### config.mk
export PLATFORM = sky130hd
export DESIGN_NAME = lru_frame_replacer
export DESIGN_NICKNAME = d
export VERILOG_FILES = /design/src/rtl/lrufr_pkg.sv /design/src/rtl/lru_frame_replacer.sv /design/src/rtl/lrufr_link_ram.sv
export SDC_FILE = /design/constraint.sdc
export NUM_CORES = 1
export LEC_CHECK = 0
export BUFFER_PORTS_ARGS = -buffer_cell sky130_fd_sc_hd__buf_2
export CORE_UTILIZATION = 62
export CTS_CLUSTER_SIZE = 10
export DETAILED_ROUTE_END_ITERATION = 10
export PLACE_DENSITY = 0.79
export SLEW_MARGIN = 20
export SYNTH_ARGS = -nofsm -noshare
export SYNTH_HDL_FRONTEND = slang
export SYNTH_HIERARCHICAL = 1
export SYNTH_SLANG_ARGS = --single-unit
export TNS_END_PERCENT = 50
### constraint.sdc
create_clock -name clock -period 5.85 [get_ports clock]
set_input_delay 0.585 -clock clock [delete_from_list [all_inputs] [get_ports clock]]
set_output_delay 0.585 -clock clock [all_outputs]
set_load 0.01 [all_outputs]
### src/rtl/lrufr_pkg.sv
package lrufr_pkg;

   localparam int MODE_W     = 2;
   localparam int FRAME_W    = 6;
   localparam int STATUS_W   = 2;
   localparam int COUNT_W    = 7;
   localparam int CSR_ADDR_W = 3;
   localparam int CSR_DATA_W = 32;

   // request opcodes
   localparam logic [MODE_W-1:0] MODE_UNPIN = 2'd0;
   localparam logic [MODE_W-1:0] MODE_PIN   = 2'd1;
   localparam logic [MODE_W-1:0] MODE_EVICT = 2'd2;

   // response status codes
   localparam logic [STATUS_W-1:0] STATUS_DONE   = 2'd0;
   localparam logic [STATUS_W-1:0] STATUS_EMPTY  = 2'd1;
   localparam logic [STATUS_W-1:0] STATUS_ABSENT = 2'd2;
   localparam logic [STATUS_W-1:0] STATUS_FULL   = 2'd3;

   // register index, taken from paddr above the byte lanes
   localparam logic CSR_REG_CAPACITY = 1'b0;

   localparam logic [COUNT_W-1:0] CAPACITY_RESET = 7'd64;

   typedef struct packed {
      logic [MODE_W-1:0]  mode;
      logic [FRAME_W-1:0] frame_num;
   } req_type;

   typedef struct packed {
      logic                ok;
      logic [FRAME_W-1:0]  victim_frame;
      logic [STATUS_W-1:0] status;
      logic [COUNT_W-1:0]  tracked_count;
   } rsp_type;

endpackage

### src/rtl/lru_frame_replacer.sv
// LRU frame replacer: keeps the evictable buffer frames in the order they
// were unpinned, as a doubly linked list in two link RAMs (older / newer).
// Request channel (req_valid / req_stall / req_payload): mode unpin, pin or
// evict plus a frame id. Response channel (rsp_valid / rsp_stall /
// rsp_payload): ok, victim frame, status and the tracked count after the op.
// Exactly one response per request, in request order.
// Timing: a request is taken while the block is idle; the link RAMs are read
// at the accept edge and the list is updated in the execute state that
// follows, which also loads the response register. rsp_valid rises once the
// execute step is done, and no new request is taken before then; the read
// of the link RAMs must come before the read-modify-write.
// A held response does not block the next accept; only the execute step
// waits while rsp_valid is high and rsp_stall holds it.
// Reset (synchronous): list empty, count zero, capacity 64, no response
// pending. Link RAM contents are not cleared; entries are written before
// they are read. The capacity register sits at APB address 0; write it
// only while the block is idle.
module lru_frame_replacer #(
   parameter int NUM_FRAMES = 64
) (
   input  logic                                 clock,
   input  logic                                 reset,
   input  logic                                 req_valid,
   output logic                                 req_stall,
   input  lrufr_pkg::req_type                   req_payload,
   output logic                                 rsp_valid,
   input  logic                                 rsp_stall,
   output lrufr_pkg::rsp_type                   rsp_payload,
   input  logic                                 psel,
   input  logic                                 penable,
   input  logic                                 pwrite,
   input  logic [lrufr_pkg::CSR_ADDR_W-1:0]     paddr,
   input  logic [lrufr_pkg::CSR_DATA_W-1:0]     pwdata,
   output logic [lrufr_pkg::CSR_DATA_W-1:0]     prdata,
   output logic                                 pready
);

   import lrufr_pkg::*;

   // frame ids are 6 bits, so at most 64 frames can ever be tracked
   localparam int LINK_DEPTH = (NUM_FRAMES < (1 << FRAME_W)) ? NUM_FRAMES : (1 << FRAME_W);
   localparam int LINK_W     = $clog2(LINK_DEPTH);

   typedef enum logic {
      S_IDLE,
      S_EXEC
   } state_type;

   state_type             state_ff;
   logic [MODE_W-1:0]     op_mode_ff;
   logic [LINK_W-1:0]     op_slot_ff;
   logic                  op_in_range_ff;
   logic [LINK_DEPTH-1:0] present_ff, present_in;
   logic [COUNT_W-1:0]    count_ff, count_in;
   logic [LINK_W-1:0]     oldest_ff, oldest_in;
   logic [LINK_W-1:0]     newest_ff, newest_in;
   logic                  rsp_valid_ff;
   rsp_type               rsp_payload_ff, rsp_in;
   logic [COUNT_W-1:0]    capacity_ff;

   logic                  req_fire;
   logic                  req_in_range;
   logic [LINK_W-1:0]     req_slot;
   logic [LINK_W-1:0]     rd_addr;
   logic                  exec_go;

   logic                  older_we, newer_we;
   logic [LINK_W-1:0]     older_wa, newer_wa;
   logic [LINK_W-1:0]     older_wd, newer_wd;
   logic [LINK_W-1:0]     older_rd, newer_rd;

   logic                  do_link, do_unlink;
   logic [LINK_W-1:0]     unlink_slot;

   // ---------------- config port ----------------
   assign pready = 1'b1;

   always_ff @(posedge clock) begin
      if (reset) begin
         capacity_ff <= CAPACITY_RESET;
      end else if (psel && penable && pwrite && pready &&
                   paddr[CSR_ADDR_W-1] == CSR_REG_CAPACITY) begin
         capacity_ff <= pwdata[COUNT_W-1:0];
      end
   end

   assign prdata = (paddr[CSR_ADDR_W-1] == CSR_REG_CAPACITY) ?
                   CSR_DATA_W'(capacity_ff) : '0;

   // ---------------- request side ----------------
   assign req_stall    = (state_ff != S_IDLE);
   assign req_fire     = req_valid && !req_stall;
   assign req_in_range = 32'(req_payload.frame_num) < 32'(LINK_DEPTH);
   assign req_slot     = LINK_W'(req_payload.frame_num);
   // evict unlinks the oldest frame, so its links are what we fetch
   assign rd_addr      = (req_payload.mode == MODE_EVICT) ? oldest_ff : req_slot;

   // execute only once the response register is free or draining
   assign exec_go = (state_ff == S_EXEC) && (!rsp_valid_ff || !rsp_stall);

   lrufr_link_ram #(.DEPTH(LINK_DEPTH), .WIDTH(LINK_W)) u_older_ram (
      .clock   (clock),
      .wr_en   (older_we),
      .wr_addr (older_wa),
      .wr_data (older_wd),
      .rd_en   (req_fire),
      .rd_addr (rd_addr),
      .rd_data (older_rd)
   );

   lrufr_link_ram #(.DEPTH(LINK_DEPTH), .WIDTH(LINK_W)) u_newer_ram (
      .clock   (clock),
      .wr_en   (newer_we),
      .wr_addr (newer_wa),
      .wr_data (newer_wd),
      .rd_en   (req_fire),
      .rd_addr (rd_addr),
      .rd_data (newer_rd)
   );

   // ---------------- execute: decide, relink, build response ----------------
   assign unlink_slot = (op_mode_ff == MODE_EVICT) ? oldest_ff : op_slot_ff;

   always_comb begin
      do_link   = 1'b0;
      do_unlink = 1'b0;
      rsp_in    = '0;
      rsp_in.status = STATUS_DONE;

      case (op_mode_ff)
         MODE_UNPIN: begin
            if (op_in_range_ff && present_ff[op_slot_ff]) begin
               rsp_in.ok = 1'b1;             // already tracked: no move
            end else if (op_in_range_ff && count_ff < capacity_ff) begin
               do_link   = 1'b1;
               rsp_in.ok = 1'b1;
            end else begin
               rsp_in.status = STATUS_FULL;
            end
         end
         MODE_PIN: begin
            if (op_in_range_ff && present_ff[op_slot_ff]) begin
               do_unlink = 1'b1;
               rsp_in.ok = 1'b1;
            end else begin
               rsp_in.status = STATUS_ABSENT;
            end
         end
         MODE_EVICT: begin
            if (count_ff == '0) begin
               rsp_in.status = STATUS_EMPTY;
            end else begin
               do_unlink           = 1'b1;
               rsp_in.ok           = 1'b1;
               rsp_in.victim_frame = FRAME_W'(oldest_ff);
            end
         end
         default: begin
            // unused opcode: no change, ok low
         end
      endcase
   end

   always_comb begin
      present_in = present_ff;
      count_in   = count_ff;
      oldest_in  = oldest_ff;
      newest_in  = newest_ff;
      older_we   = 1'b0;
      older_wa   = '0;
      older_wd   = '0;
      newer_we   = 1'b0;
      newer_wa   = '0;
      newer_wd   = '0;

      if (do_link) begin
         if (count_ff == '0) begin
            oldest_in = op_slot_ff;
         end else begin
            older_we = exec_go;
            older_wa = op_slot_ff;
            older_wd = newest_ff;
            newer_we = exec_go;
            newer_wa = newest_ff;
            newer_wd = op_slot_ff;
         end
         newest_in              = op_slot_ff;
         present_in[op_slot_ff] = 1'b1;
         count_in               = count_ff + 7'd1;
      end else if (do_unlink) begin
         if (count_ff > 7'd1) begin
            if (unlink_slot == oldest_ff) begin
               oldest_in = newer_rd;
            end else if (unlink_slot == newest_ff) begin
               newest_in = older_rd;
            end else begin
               // middle of the list: splice the neighbors together
               newer_we = exec_go;
               newer_wa = older_rd;
               newer_wd = newer_rd;
               older_we = exec_go;
               older_wa = newer_rd;
               older_wd = older_rd;
            end
         end
         present_in[unlink_slot] = 1'b0;
         count_in                = count_ff - 7'd1;
      end
   end

   // ---------------- sequencer and state ----------------
   always_ff @(posedge clock) begin
      if (reset) begin
         state_ff       <= S_IDLE;
         rsp_valid_ff   <= 1'b0;
         rsp_payload_ff <= '0;
         present_ff     <= '0;
         count_ff       <= '0;
         oldest_ff      <= '0;
         newest_ff      <= '0;
      end else begin
         case (state_ff)
            S_IDLE: begin
               if (req_fire) begin
                  state_ff <= S_EXEC;
               end
            end
            S_EXEC: begin
               if (exec_go) begin
                  state_ff       <= S_IDLE;
                  present_ff     <= present_in;
                  count_ff       <= count_in;
                  oldest_ff      <= oldest_in;
                  newest_ff      <= newest_in;
                  rsp_payload_ff <= '{ok:            rsp_in.ok,
                                       victim_frame:  rsp_in.victim_frame,
                                       status:        rsp_in.status,
                                       tracked_count: count_in};
               end
            end
            default: begin
               state_ff <= S_IDLE;
            end
         endcase

         if (exec_go) begin
            rsp_valid_ff <= 1'b1;
         end else if (rsp_valid_ff && !rsp_stall) begin
            rsp_valid_ff <= 1'b0;
         end
      end
   end

   always_ff @(posedge clock) begin
      if (req_fire) begin
         op_mode_ff     <= req_payload.mode;
         op_slot_ff     <= req_slot;
         op_in_range_ff <= req_in_range;
      end
   end

   assign rsp_valid   = rsp_valid_ff;
   assign rsp_payload = rsp_payload_ff;

`ifndef SYNTHESIS
   a_count_bound: assert property (@(posedge clock) disable iff (reset)
      count_ff <= COUNT_W'(LINK_DEPTH))
      else $error("tracked count above frame count");

   a_count_matches_present: assert property (@(posedge clock) disable iff (reset)
      $countones(present_ff) == 32'(count_ff))
      else $error("tracked count disagrees with present bits");

   a_accept_to_exec: assert property (@(posedge clock) disable iff (reset)
      req_fire |=> state_ff == S_EXEC)
      else $error("accepted request did not enter execute");

   a_exec_loads_rsp: assert property (@(posedge clock) disable iff (reset)
      exec_go |=> rsp_valid_ff && state_ff == S_IDLE)
      else $error("execute step did not load a response");

   a_ok_status: assert property (@(posedge clock) disable iff (reset)
      rsp_valid_ff && rsp_payload_ff.ok |-> rsp_payload_ff.status == STATUS_DONE)
      else $error("ok response carries an error status");
`endif

endmodule

### src/rtl/lrufr_link_ram.sv
module lrufr_link_ram #(
   parameter int DEPTH = 64,
   parameter int WIDTH = 6
) (
   input  logic                     clock,
   input  logic                     wr_en,
   input  logic [$clog2(DEPTH)-1:0] wr_addr,
   input  logic [WIDTH-1:0]         wr_data,
   input  logic                     rd_en,
   input  logic [$clog2(DEPTH)-1:0] rd_addr,
   output logic [WIDTH-1:0]         rd_data
);

   logic [WIDTH-1:0] mem_ff [DEPTH];
   logic [WIDTH-1:0] rd_data_ff;

   always_ff @(posedge clock) begin
      if (wr_en) begin
         mem_ff[wr_addr] <= wr_data;
      end
   end

   always_ff @(posedge clock) begin
      if (rd_en) begin
         rd_data_ff <= mem_ff[rd_addr];
      end
   end

   assign rd_data = rd_data_ff;

endmodule

**Word level (Yosys, flattened, before mapping)**

Memories as Yosys holds them, arrays and structs flattened. A register that Yosys moved wholly into a read port is not among the register bits.
Cells that the tools add are included.

- Bitwise operators: 5
- Reduce and logical (&&, ||, !) cells: 23
- Mux-type cells: 63
- Magnitude comparators: 6
- Add/subtract/negate cells: 2
- Equality and inequality tests: 7

Operators by type and width:

| kind | count |
|---|---|
| $mux 6 | 25 |
| $mux 64 | 2 |
| $and 64x64->64 | 1 |
| $not 64->64 | 1 |
| $or 64x64->64 | 1 |
| $mux 7 | 4 |
| $mux 1 | 22 |
| $lt 6x7->1 const B | 2 |
| $demux 1 s6 | 2 |
| $eq 6x6->1 | 2 |
| $ge 6x1->1 const B | 2 |
| $reduce_and 6->1 | 2 |
| $reduce_bool 2->1 | 5 |
| $logic_and 1x1->1 | 8 |
| $add 7x1->7 const B | 1 |
| $gt 7x1->1 const B | 1 |
| $logic_not 7->1 | 1 |
| $lt 7x7->1 | 1 |
| $sub 7x1->7 const B | 1 |
| $bmux 1 s6 | 1 |
| $mux 2 | 3 |
| $pmux 2 s3 | 1 |
| $eq 2x2->1 const B | 2 |
| $pmux 1 s2 | 2 |
| 10 further kinds | 13 |

- Memory bits (writable): 768
- Output and inout bits: 51
- Register bits: 109
- Memories: 2
- Bits of input ports: 50

Memories:

| memory | depth | bits a word | rd ports | clocked after Yosys merged registers in | write ports | RTL line | source |
|---|---|---|---|---|---|---|---|
| u_newer_ram.mem_ff | 64 | 6 | 1 | 1 | 1 | lrufr_link_ram.sv:14 | `logic [WIDTH-1:0] mem_ff [DEPTH];` |
| u_older_ram.mem_ff | 64 | 6 | 1 | 1 | 1 | lrufr_link_ram.sv:14 |  |

**Logic depth before layout (Yosys ltp)**

Gate-level depths: netlist of run 1.

- Depth in word-level cells: 10
- Gate-level depth with buffers: 15

**Cells and area by module**

The synthesis of run 1 kept the hierarchy.

By module, submodules not included:

| module | cells each | seq. area each (µm²) | instances | area an instance (µm²) |
|---|---|---|---|---|
| lrufr_link_ram | 720 | 11711.2 | 2 | 15285.9 |
| lru_frame_replacer | 707 | 2262.2 | 1 | 6291.0 |

**Least setup slack after synthesis of run 1**

Ideal clock, no wire load.

- Kind: register to register
- Start point: register op_slot_ff[0]
- End point: memory u_older_ram.mem_ff[11][0], enable pin
- Period minus slack after synthesis: 5.074 ns
- Setup slack: 0.776 ns
- Data arrival time: 4.723 ns
- Cell stages (with the launch flop): 15
- Path through: edfxtp_1 -> buf_6 -> buf_6 -> mux2_1 -> a221oi_2 -> o32ai_1 -> a2111o_1 -> or2_2 -> nor3_1 -> clkbuf_1 -> a22o_1 -> clkbuf_1 -> nor2b_1 -> nand3_1 -> nor2_1

- Elaborated cells between the ends (all ways): 22
- Those cells by class: 2 x eq/ne; 20 x mux

RTL lines:

| element | RTL line | source |
|---|---|---|
| start, declared | lru_frame_replacer.sv:51 | `logic [LINK_W-1:0] op_slot_ff;` |
| start signal, assigned | lru_frame_replacer.sv:257 | `op_slot_ff <= req_slot;` |
| parallel branches: the longest is 6 deep, another holds $bmux 1 s6 | -- |  |
| $mux 6 (*) | -- |  |
| net newer_wd[1] | lru_frame_replacer.sv:69 | `logic [LINK_W-1:0] older_wd, newer_wd;` |
| end, declared | lrufr_link_ram.sv:14 |  |

Mark *: on every way through the listed nets, which the timed path passes. The select of a mux whose other input is x is not followed.

**Worst setup path after layout of run 1**

- Start point: register op_slot_ff[0]
- End point: memory u_older_ram.mem_ff[22][5], enable pin

- Cells in the longest elaborated chain, start to end: 9
- Elaborated cells between the ends (all ways): 22
- Those cells by class: 2 x eq/ne; 20 x mux

Ends and longest elaborated chain:

| element | RTL line | source |
|---|---|---|
| parallel branches: the longest is 6 deep, another holds $bmux 1 s6 | -- |  |
| $mux 1 (*) | -- |  |
| net newer_we | lru_frame_replacer.sv:67 | `logic older_we, newer_we;` |
| $mux 1 (*) | lrufr_link_ram.sv:18 | `if (wr_en) begin` |
| $mux 1 (implied by the code) (*) | lrufr_link_ram.sv:19 | `mem_ff[wr_addr] <= wr_data;` |

Marks and branches as above.

==> impl_metrics.tcl, run 1 <==
set metrics [dict create \
    status "finished, final reports clean" \
    die_h_microns 246 \
    synth_edf_count 788 \
    p_clk_share_pct 41.6 \
    hold_ws_ns 0.128 \
    via_per_inst 6.86 \
    placed_area_sq_um 37800 \
    async_flop_share_pct 0 \
    htree_levels 3 \
    leakage_nw 13.9 \
    synth.distinct_cells 80 \
    crit_fanout 26 \
    synth-main-ff-cell "edfxtp_1" \
    dp_hpwl_microns 49800 \
    busiest_layer "met2" \
    cts_setup_buffers 0 \
    p_per_area_nw_per_um2 322 \
    drive_above_1_share_pct 21.7 \
    setup_viol 0 \
    cts_tree "done" \
    hp-class "in2reg" \
    postRouteAntennaNets 0 \
    cts-resized-gates 0 \
    synth_warnings 6 \
    yosysSeqAreaShare_pct 69.7 \
    crit_path_cell_trace "buf_4 > mux2_2 > o22ai_1 > o21bai_1 > o211ai_1 > o31a_1 > and3_1 > nor2_1 > nor2_1 > buf_4 > nor2b_1 > nand3_1 > nor2_1" \
    path_class "reg2reg" \
    vias 20800 \
    yosys.area.top_type "edfxtp_1" \
    ys_seq_elements 889 \
    holdPathEnd "op_mode_ff[1]$_DFFE_PP_" \
    synth_cells 2147 \
    cp_slowest_cell "edfxtp_1" \
    p_sw_mw 2.80 \
    grt_overflow_total 0 \
    design_area_sq_um 40500 \
    grt_pass1_wl_microns 126000 \
    worstReg2RegEnd "u_older_ram/mem_ff[22][5]$_DFFE_PP_" \
    timing.final.crit_share_pct 94.7 \
    seqPwrFrac_pct 52.8 \
    slew-limit-headroom_pct 17.4 \
    hold_violations 0 \
    grt_util_met1_pct 38.8 \
    cts.sinks 889 \
    critPathLaunchType "register" \
    r2r-start "op_slot_ff[0]$_DFFE_PP_" \
    grtUsageMet2_pct 45.4 \
    antennaDiodeCount 0 \
    synth.avg_cell_area_sq_um 17.2 \
    cts.reportedPaths.clkPinSlew_ns 0.06 \
    synth.cell_area_sq_um 36900 \
    timing.fmax_mhz 181 \
    cts_buffers 99 \
    clock_path_buffers 3 \
    netlist.area_leader.share_pct 64.2 \
    drtIter0Drc 2544 \
    crit_path_start "op_slot_ff[0]$_DFFE_PP_" \
    io-pin-count 101 \
    grt_usage_pct 28.2 \
    die_w_microns 246 \
    design.die.area_sq_um 60400 \
    rsz0062_at_grt "false" \
    reg2reg_slack_ns 0.31 \
    cp_top_family "simple AND/OR/NAND/NOR gates" \
    fp.coreArea_sq_um 58900 \
    worst_r2r_path_depth 13 \
    io_buffer_count 47 \
    utilization_pct 68.8 \
    slew_viol_final 0 \
    finalWeightedCongestion 0.909 \
    initial_core_util_pct 62.6 \
    rows 89 \
    finClkSkew_ns 0.0305 \
    grt_use_met3_pct 5.06 \
    drc 0 \
    post_drt_wl_per_cell_microns 27.6 \
    fin_tns_setup_ns 0 \
    cp_num_buf_inv 2 \
    root_buffer "clkbuf_16" \
    drv_cap 0 \
    area_growth_pct 9.98 \
    clock_latency_ns 0.66 \
    routed_wl_microns 83700 \
    tightest_slew_ns 1.23 \
    cpMostUsedCell "nor2_1" \
    cp.arrival_ns 5.80 \
    yosys-top-cells-area "edfxtp_1 64%, mux4_2 11%, dfxtp_1 5.5%, nor2_1 2.0%, a211oi_1 1.4%" \
    period_needed_ns 5.54 \
    grt_start_max_net_pins 139 \
    critPathRequiredTime_ns 6.11 \
    p_total_mw 13.1 \
    vdd_drop_max_uv 273 \
    worstHoldStart "req_payload[7]" \
    cts_hold_buf 0 \
    crit_path_max_incr_delay_ns 1.00 \
    grt_pass1_vias 20700 \
    intPower_mw 10.3 \
    antenna_found_initial 1 \
    nNetsFinal 2285 \
    drtPass1Iterations 6 \
    min_path_cells 1 \
    combPwrFrac_pct 5.7 \
    cp-end-kind "register" \
    path_depth 13 \
    p_sw_share_pct 21.4 \
]
## Yosys cell counts, types with 10 or more instances
cell      number
mux2i_1       50
buf_6         13
o221ai_1      19
nor2_1       198
a22o_1        12
o22ai_1       25
nand3b_1      24
buf_2         38
nor2b_1       32
buf_4         33
edfxtp_1     788
a31oi_1       27
dfxtp_1      101
inv_1         19
or3b_2        11
a211oi_1      67
nor3_1        20
ha_1          14
a21oi_1       87
mux2_2        40
nand2b_1      15
xnor2_1       10
o21ai_1       12
nand3_1       41
mux4_1        12
clkbuf_1      60
nand2_1       40
mux4_2       178
o22a_1        12
## power groups by stage
| stage | Clock, mW | Combinational (mW) | Sequential (mW) |
|---|---|---|---|
| 6_report | 5.43 | 0.741 | 6.90 |
| 5_1_grt | 5.74 | 0.779 | 6.90 |
| 4_1_cts | 5.50 | 0.734 | 6.90 |
| 3_5_place_dp | 0 | 0.726 | 7.03 |
| 3_3_place_gp | 0 | 0.710 | 7.02 |
| 2_1_floorplan | 0 | 0.556 | 7.01 |
## flip-flops by register name, indices dropped and copies added, names as in the netlist
name and count:
u_older_ram/rd_data 6, op_mode_ff 2, op_slot_ff 6, u_older_ram/mem_ff 384
rsp_payload 16, u_newer_ram/mem_ff 384, newest_ff 6, present_ff 64
req_stall 1, oldest_ff 6, rsp_valid 1, capacity_ff 7
u_newer_ram/rd_data 6
## cell families after synthesis
| kind of cell | after synthesis | synth area share (%) |
|---|---|---|
| other cells | 2 | 0.0204 |
| compound gates | 327 | 6.15 |
| flops | 889 | 69.7 |
| mux | 282 | 14.4 |
| buf+inv | 176 | 2.76 |
| fa+ha+maj | 14 | 0.475 |
| xor+xnor | 14 | 0.333 |
| simple gates | 443 | 6.21 |
## metrics by stage
stage          setup slack (ns)  std cells
5_1_grt                 0.00985       3030
6_report                  0.310       3030
3_3_place_gp              0.558       2893
3_5_place_dp              0.407       2893
2_1_floorplan             0.776       2171
4_1_cts                   0.354       3030
## cell type report
type	count	area (sq um)
inverter	20	75.1
sequential	889	25700
clock buffer	130	2640
clock inverter	7	119
multi-input combinational	1106	10300
tap	773	967
fill	3566	18400
timing repair buffer	105	723
## layout by cell type, fill, tap and decap left out, drive strengths merged, types with 10 or more instances in the layout
cell	instances
nor3	27
o22a	12
nor2	200
o221ai	19
mux2i	50
nand2	40
nand2b	16
mux2	42
o21ai	18
edfxtp	788
conb	26
xnor2	10
a22o	12
or3b	11
nor2b	32
inv	22
clkbuf	130
a211oi	68
o22ai	25
nand3b	24
dfxtp	101
buf	105
a22oi	10
ha	14
a31oi	27
mux4	190
a21oi	87
nand3	41
## worst max path at each step
stage                                                     end  slack [ns]
after floorplan           u_older_ram/mem_ff[11][0]$_DFFE_PP_        0.78
after global placement    u_older_ram/mem_ff[22][1]$_DFFE_PP_        0.56
after detailed placement  u_older_ram/mem_ff[22][1]$_DFFE_PP_        0.41
after CTS                 u_older_ram/mem_ff[22][3]$_DFFE_PP_        0.35
after global routing      u_older_ram/mem_ff[22][3]$_DFFE_PP_        0.01
final                     u_older_ram/mem_ff[22][5]$_DFFE_PP_        0.31
## metal layers
metal / vias up / share of wire, %
met5: - / 0
met4: 0 / 3.6
met3: 221 / 9.8
met2: 1305 / 49
met1: 10500 / 37
li1: 8723 / -
(Power assumes the default switching activity.)
==> run 2: changes to the inputs <==
- BUFFER_PORTS_ARGS: -buffer_cell sky130_fd_sc_hd__buf_2 -> default
- CORE_UTILIZATION: 62 -> 63
- DONT_BUFFER_PORTS: default -> 1
- clock period: 5.85 -> 5.5 ns (I/O delays scaled with it)
==> impl_metrics.tcl, run 2 (same netlist as run 1, synthesis figures left out) <==
set metrics [dict create \
    status "finished, final reports clean" \
    cts.reportedPaths.clkPinSlew_ns 0.06 \
    grt_pass1_vias 20900 \
    drv_cap 0 \
    via_per_inst 6.92 \
    reg.largest.list "u_newer_ram/mem_ff (384), u_older_ram/mem_ff (384), present_ff (64)" \
    rows 88 \
    setup_viol 0 \
    period_needed_ns 5.38 \
    cp_num_buf_inv 3 \
    cp_top_family "simple AND/OR/NAND/NOR gates" \
    io-pin-count 101 \
    htree_levels 3 \
    grt_util_met1_pct 39.5 \
    critPathRequiredTime_ns 5.78 \
    antennaDiodeCount 0 \
    cts.sinks 889 \
    worst_r2r_path_depth 14 \
    crit_fanout 13 \
    post_drt_wl_per_cell_microns 28.5 \
    hp-class "in2reg" \
    busiest_layer "met2" \
    p_per_area_nw_per_um2 341 \
    finalWeightedCongestion 0.918 \
    tightest_slew_ns 1.15 \
    rsz0062_at_grt "false" \
    final_common_cell "edfxtp_1" \
    finClkSkew_ns 0.0263 \
    r2r-start "op_slot_ff[0]$_DFFE_PP_" \
    grt_pass1_wl_microns 128000 \
    root_buffer "clkbuf_16" \
    area_growth_pct 9.88 \
    die_w_microns 244 \
    dp_hpwl_microns 50100 \
    worstReg2RegEnd "u_older_ram/mem_ff[34][4]$_DFFE_PP_" \
    drive_above_1_share_pct 20.7 \
    die_h_microns 244 \
    fp.coreArea_sq_um 57800 \
    p_total_mw 13.8 \
    drtIter0Drc 2586 \
    timing.fmax_mhz 186 \
    fin_tns_setup_ns 0 \
    grt_usage_pct 29.0 \
    routed_wl_microns 85200 \
    cts_tree "done" \
    grtUsageMet2_pct 47.0 \
    cp.arrival_ns 5.66 \
    clock_path_buffers 3 \
    grt_overflow_total 0 \
    vdd_drop_max_uv 366 \
    clock_latency_ns 0.66 \
    worstHoldStart "pwdata[4]" \
    timing.final.crit_share_pct 97.8 \
    grt_use_met3_pct 5.51 \
    path_class "reg2reg" \
    drtPass1Iterations 6 \
    layout_common_cells "788 x edfxtp_1, 197 x nor2_1, 178 x mux4_2" \
    design.die.area_sq_um 59500 \
    crit_path_max_incr_delay_ns 0.83 \
    nNetsFinal 2267 \
    cp_slowest_cell "edfxtp_1" \
    drc 0 \
    min_path_cells 2 \
    initial_core_util_pct 63.8 \
    cts_buffers 99 \
    io_buffer_count 0 \
    cp-end-kind "register" \
    reg2reg_slack_ns 0.12 \
    postRouteAntennaNets 0 \
    critPathLaunchType "register" \
    leakage_nw 13.8 \
    antenna_found_initial 1 \
    hold_violations 0 \
    grt_start_max_net_pins 108 \
    holdPathEnd "capacity_ff[4]$_SDFFE_PP0P_" \
    vias 20700 \
    slew-limit-headroom_pct 22.8 \
    slew_viol_final 0 \
    crit_path_cell_trace "buf_4 > mux4_2 > a22oi_1 > a31oi_1 > a2111o_1 > or2_2 > nor3_1 > buf_4 > nor2_1 > nor2_1 > nor2b_1 > buf_4 > nand2_1 > nor2_1" \
]
run 2: repair_timing:
item	4_1_cts	5_1_grt
hold buffers	9	0
resized for setup	0	1
endpoints found under the hold margin	91	0
endpoints found under the setup margin	0	175
setup buffers	0	1
run 2: per-stage QoR:
stage                     setup WS, ns  area, sq um  instances  hold slack, ns  utilization (%)
after CTS                        0.125        40500       2992          0.0238             70.0
after floorplan                  0.426        37000       2171           0.435                -
final                            0.121        40500       2993          0.0392             70.1
after detailed placement         0.174        37700       2857           0.473             65.3
after global routing            0.0230        40500       2993          0.0439             70.1
after global placement           0.316        37700       2857           0.446             65.2
run 2: worst max path at each step:
stage	from	depth (start not counted)	slack, ns	to
after floorplan	op_slot_ff[0]$_DFFE_PP_	14	0.43	u_older_ram/mem_ff[11][0]$_DFFE_PP_
final	op_slot_ff[0]$_DFFE_PP_	14	0.12	u_older_ram/mem_ff[34][4]$_DFFE_PP_
after CTS	op_slot_ff[0]$_DFFE_PP_	14	0.13	u_older_ram/mem_ff[18][5]$_DFFE_PP_
after global routing	op_slot_ff[0]$_DFFE_PP_	13	0.02	u_older_ram/mem_ff[4][1]$_DFFE_PP_
after detailed placement	op_slot_ff[0]$_DFFE_PP_	14	0.17	u_older_ram/mem_ff[18][1]$_DFFE_PP_
after global placement	op_slot_ff[0]$_DFFE_PP_	14	0.32	u_older_ram/mem_ff[2][1]$_DFFE_PP_
run 2: final cells by class:
type                            instances  area, sq um
Clock buffer                          119         2590
Clock inverter                          7         62.6
Timing Repair Buffer                   87          768
Inverter                               20         75.1
Tap cell                              765          957
Multi-Input combinational cell       1106        10400
Sequential cell                       889        25700
Fill cell                            3445        17300
run 2: metal layers:
| layer | up-vias | routed length, microns |
|---|---|---|
| met5 | - | 17 |
| met4 | 2 | 3000 |
| met3 | 239 | 8480 |
| met2 | 1288 | 41900 |
| met1 | 10500 | 31800 |
| li1 | 8678 | - |
run 2: where the power goes:
part / leakage [nW] / switching [mW] / internal, mW / total [mW]
Clock: 1.30 / 2.43 / 3.27 / 5.69
Combinational: 3.61 / 0.478 / 0.307 / 0.785
Sequential: 8.88 / 0.0321 / 7.31 / 7.34
Total: 13.8 / 2.94 / 10.9 / 13.8
==> run 3: changes to the inputs <==
- SETUP_SLACK_MARGIN: default -> 0.15
==> impl_metrics.tcl, run 3 (same netlist as run 1, synthesis figures left out) <==
set metrics [dict create \
    io_buffer_count 0 \
    grt_usage_pct 29.0 \
    rows 88 \
    cts_buffers 99 \
    path_class "reg2reg" \
    fin_tns_setup_ns 0 \
    routed_wl_microns 85200 \
    dr_wl_met2_microns 42100 \
    via_per_inst 6.94 \
    layout_common_cells "788 x edfxtp_1, 195 x nor2_1, 178 x mux4_2" \
    critPathLaunchType "register" \
    cp_slowest_cell "edfxtp_1" \
    p_sw_share_pct 21.2 \
    drive_above_1_share_pct 21.0 \
    grt_pass1_vias 20900 \
    antennaDiodeCount 0 \
    cts_tree "done" \
    crit_path_start "op_slot_ff[2]$_DFFE_PP_" \
    root_buffer "clkbuf_16" \
    cp_num_buf_inv 3 \
    seqPwrFrac_pct 53.1 \
    design.die.area_sq_um 59500 \
    crit_path_cell_trace "buf_4 > or2_2 > o221ai_1 > o31ai_1 > o211ai_1 > or2_2 > nor3_1 > buf_4 > nor2_1 > nor2_1 > nor2b_1 > buf_4 > nand2_1 > nor2_1" \
    slew_viol_final 0 \
    slew-limit-headroom_pct 24.1 \
    hp-class "in2reg" \
    cts.reportedPaths.clkPinSlew_ns 0.06 \
    crit_fanout 21 \
    leakage_nw 13.8 \
    cp-end-kind "register" \
    wl_met1_microns 31800 \
    vdd_drop_max_uv 366 \
    p_per_area_nw_per_um2 341 \
    io-pin-count 101 \
    utilization_pct 70.2 \
    die_h_microns 244 \
    antenna_found_initial 1 \
    status "finished, final reports clean" \
    top_layer "met5" \
    clock_path_buffers 3 \
    setup_viol 0 \
    drv_cap 0 \
    drtIter0Drc 2623 \
    worstHoldStart "pwdata[3]" \
    finClkSkew_ns 0.0255 \
    tightest_slew_ns 1.14 \
    clock_latency_ns 0.66 \
    timing.fmax_mhz 189 \
    period_needed_ns 5.29 \
    finalWeightedCongestion 0.918 \
    drc 0 \
    rsz0062_at_grt "true" \
    final_common_cell "edfxtp_1" \
    area_growth_pct 10.0 \
    cp_top_family "simple AND/OR/NAND/NOR gates" \
    critPathRequiredTime_ns 5.78 \
    cts.sinks 889 \
    fp.coreArea_sq_um 57800 \
    grt_start_max_net_pins 108 \
    r2r-start "op_slot_ff[2]$_DFFE_PP_" \
    crit_path_max_incr_delay_ns 0.87 \
    p_total_mw 13.8 \
    grt_overflow_total 0 \
    dp_hpwl_microns 50100 \
    vias 20800 \
    wl_met3_microns 8490 \
    p_clk_share_pct 41.2 \
    timing.final.crit_share_pct 96.2 \
    post_drt_wl_per_cell_microns 28.4 \
    p_sw_mw 2.93 \
    die_w_microns 244 \
    combPwrFrac_pct 5.7 \
    hold_violations 0 \
    initial_core_util_pct 63.8 \
    drtPass1Iterations 6 \
    grt_pass1_wl_microns 128000 \
    htree_levels 3 \
    intPower_mw 10.9 \
    cp.arrival_ns 5.57 \
    postRouteAntennaNets 0 \
    reg.largest.list "u_newer_ram/mem_ff (384), u_older_ram/mem_ff (384), present_ff (64)" \
    nNetsFinal 2272 \
]
## run 3: changes by cell type in the layout (fill, tap and decap cells not counted), sizes merged
| cell | before | now |
|---|---|---|
| buf | 79 | 84 |
## run 3: power groups by stage
stage                     Sequential, mW  Clock (mW)  Combinational (mW)
final                               7.34        5.69               0.792
after global routing                7.33        6.01               0.834
after CTS                           7.34        5.75               0.777
after detailed placement            7.48           0               0.751
after global placement              7.47           0               0.732
after floorplan                     7.46           0               0.591
## run 3: worst reg2reg max path, delay by kind of cell (launching register included)
family / cells / cell delay, ns
buffers and inverters: 3 / 0.67
AO/OA/AOI/OAI: 3 / 0.77
flip-flops: 1 / 0.87
AND/OR/NAND/NOR: 8 / 2.61
## run 3: final timing paths
kind                                                       endpoint  slack [ns]  cells after the start
worst max-delay path            u_older_ram/mem_ff[34][4]$_DFFE_PP_        0.21                     14
worst min-delay path                    capacity_ff[3]$_SDFFE_PP0P_        0.04                      2
worst max register to register  u_older_ram/mem_ff[34][4]$_DFFE_PP_        0.21                     14
worst min register to register          capacity_ff[6]$_SDFFE_PP1P_        0.49                      1
## run 3: final cells by class
class	count	area (sq um)
multi-input combinational	1106	10400
timing repair buffer	92	818
clock buffer	119	2590
fill	3437	17200
inverter	20	75.1
sequential	889	25700
clock inverter	7	62.6
tap	765	957
## run 3: routing by layer
layer  global-route usage, %  vias up
met3                    5.57      228
met5                       0        -
met4                    10.8        2
li1                        -     8692
met2                    47.0     1333
met1                    39.6    10600
## run 3: timing repair
action	4_1_cts	5_1_grt
hold buffers	9	0
endpoints found under the hold margin	91	0
setup buffers	1	5
gates resized for setup	0	3
setup endpoints to repair	7	139
## run 3: through the flow
| stage | area (sq um) | hold WS [ns] | setup WS, ns | std cells |
|---|---|---|---|---|
| finish | 40600 | 0.0410 | 0.208 | 2998 |
| global route | 40600 | 0.0439 | 0.133 | 2998 |
| floorplan | 37000 | 0.435 | 0.426 | 2171 |
| CTS | 40500 | 0.0238 | 0.301 | 2993 |
| detailed placement | 37700 | 0.473 | 0.174 | 2857 |
| global placement | 37700 | 0.446 | 0.316 | 2857 |
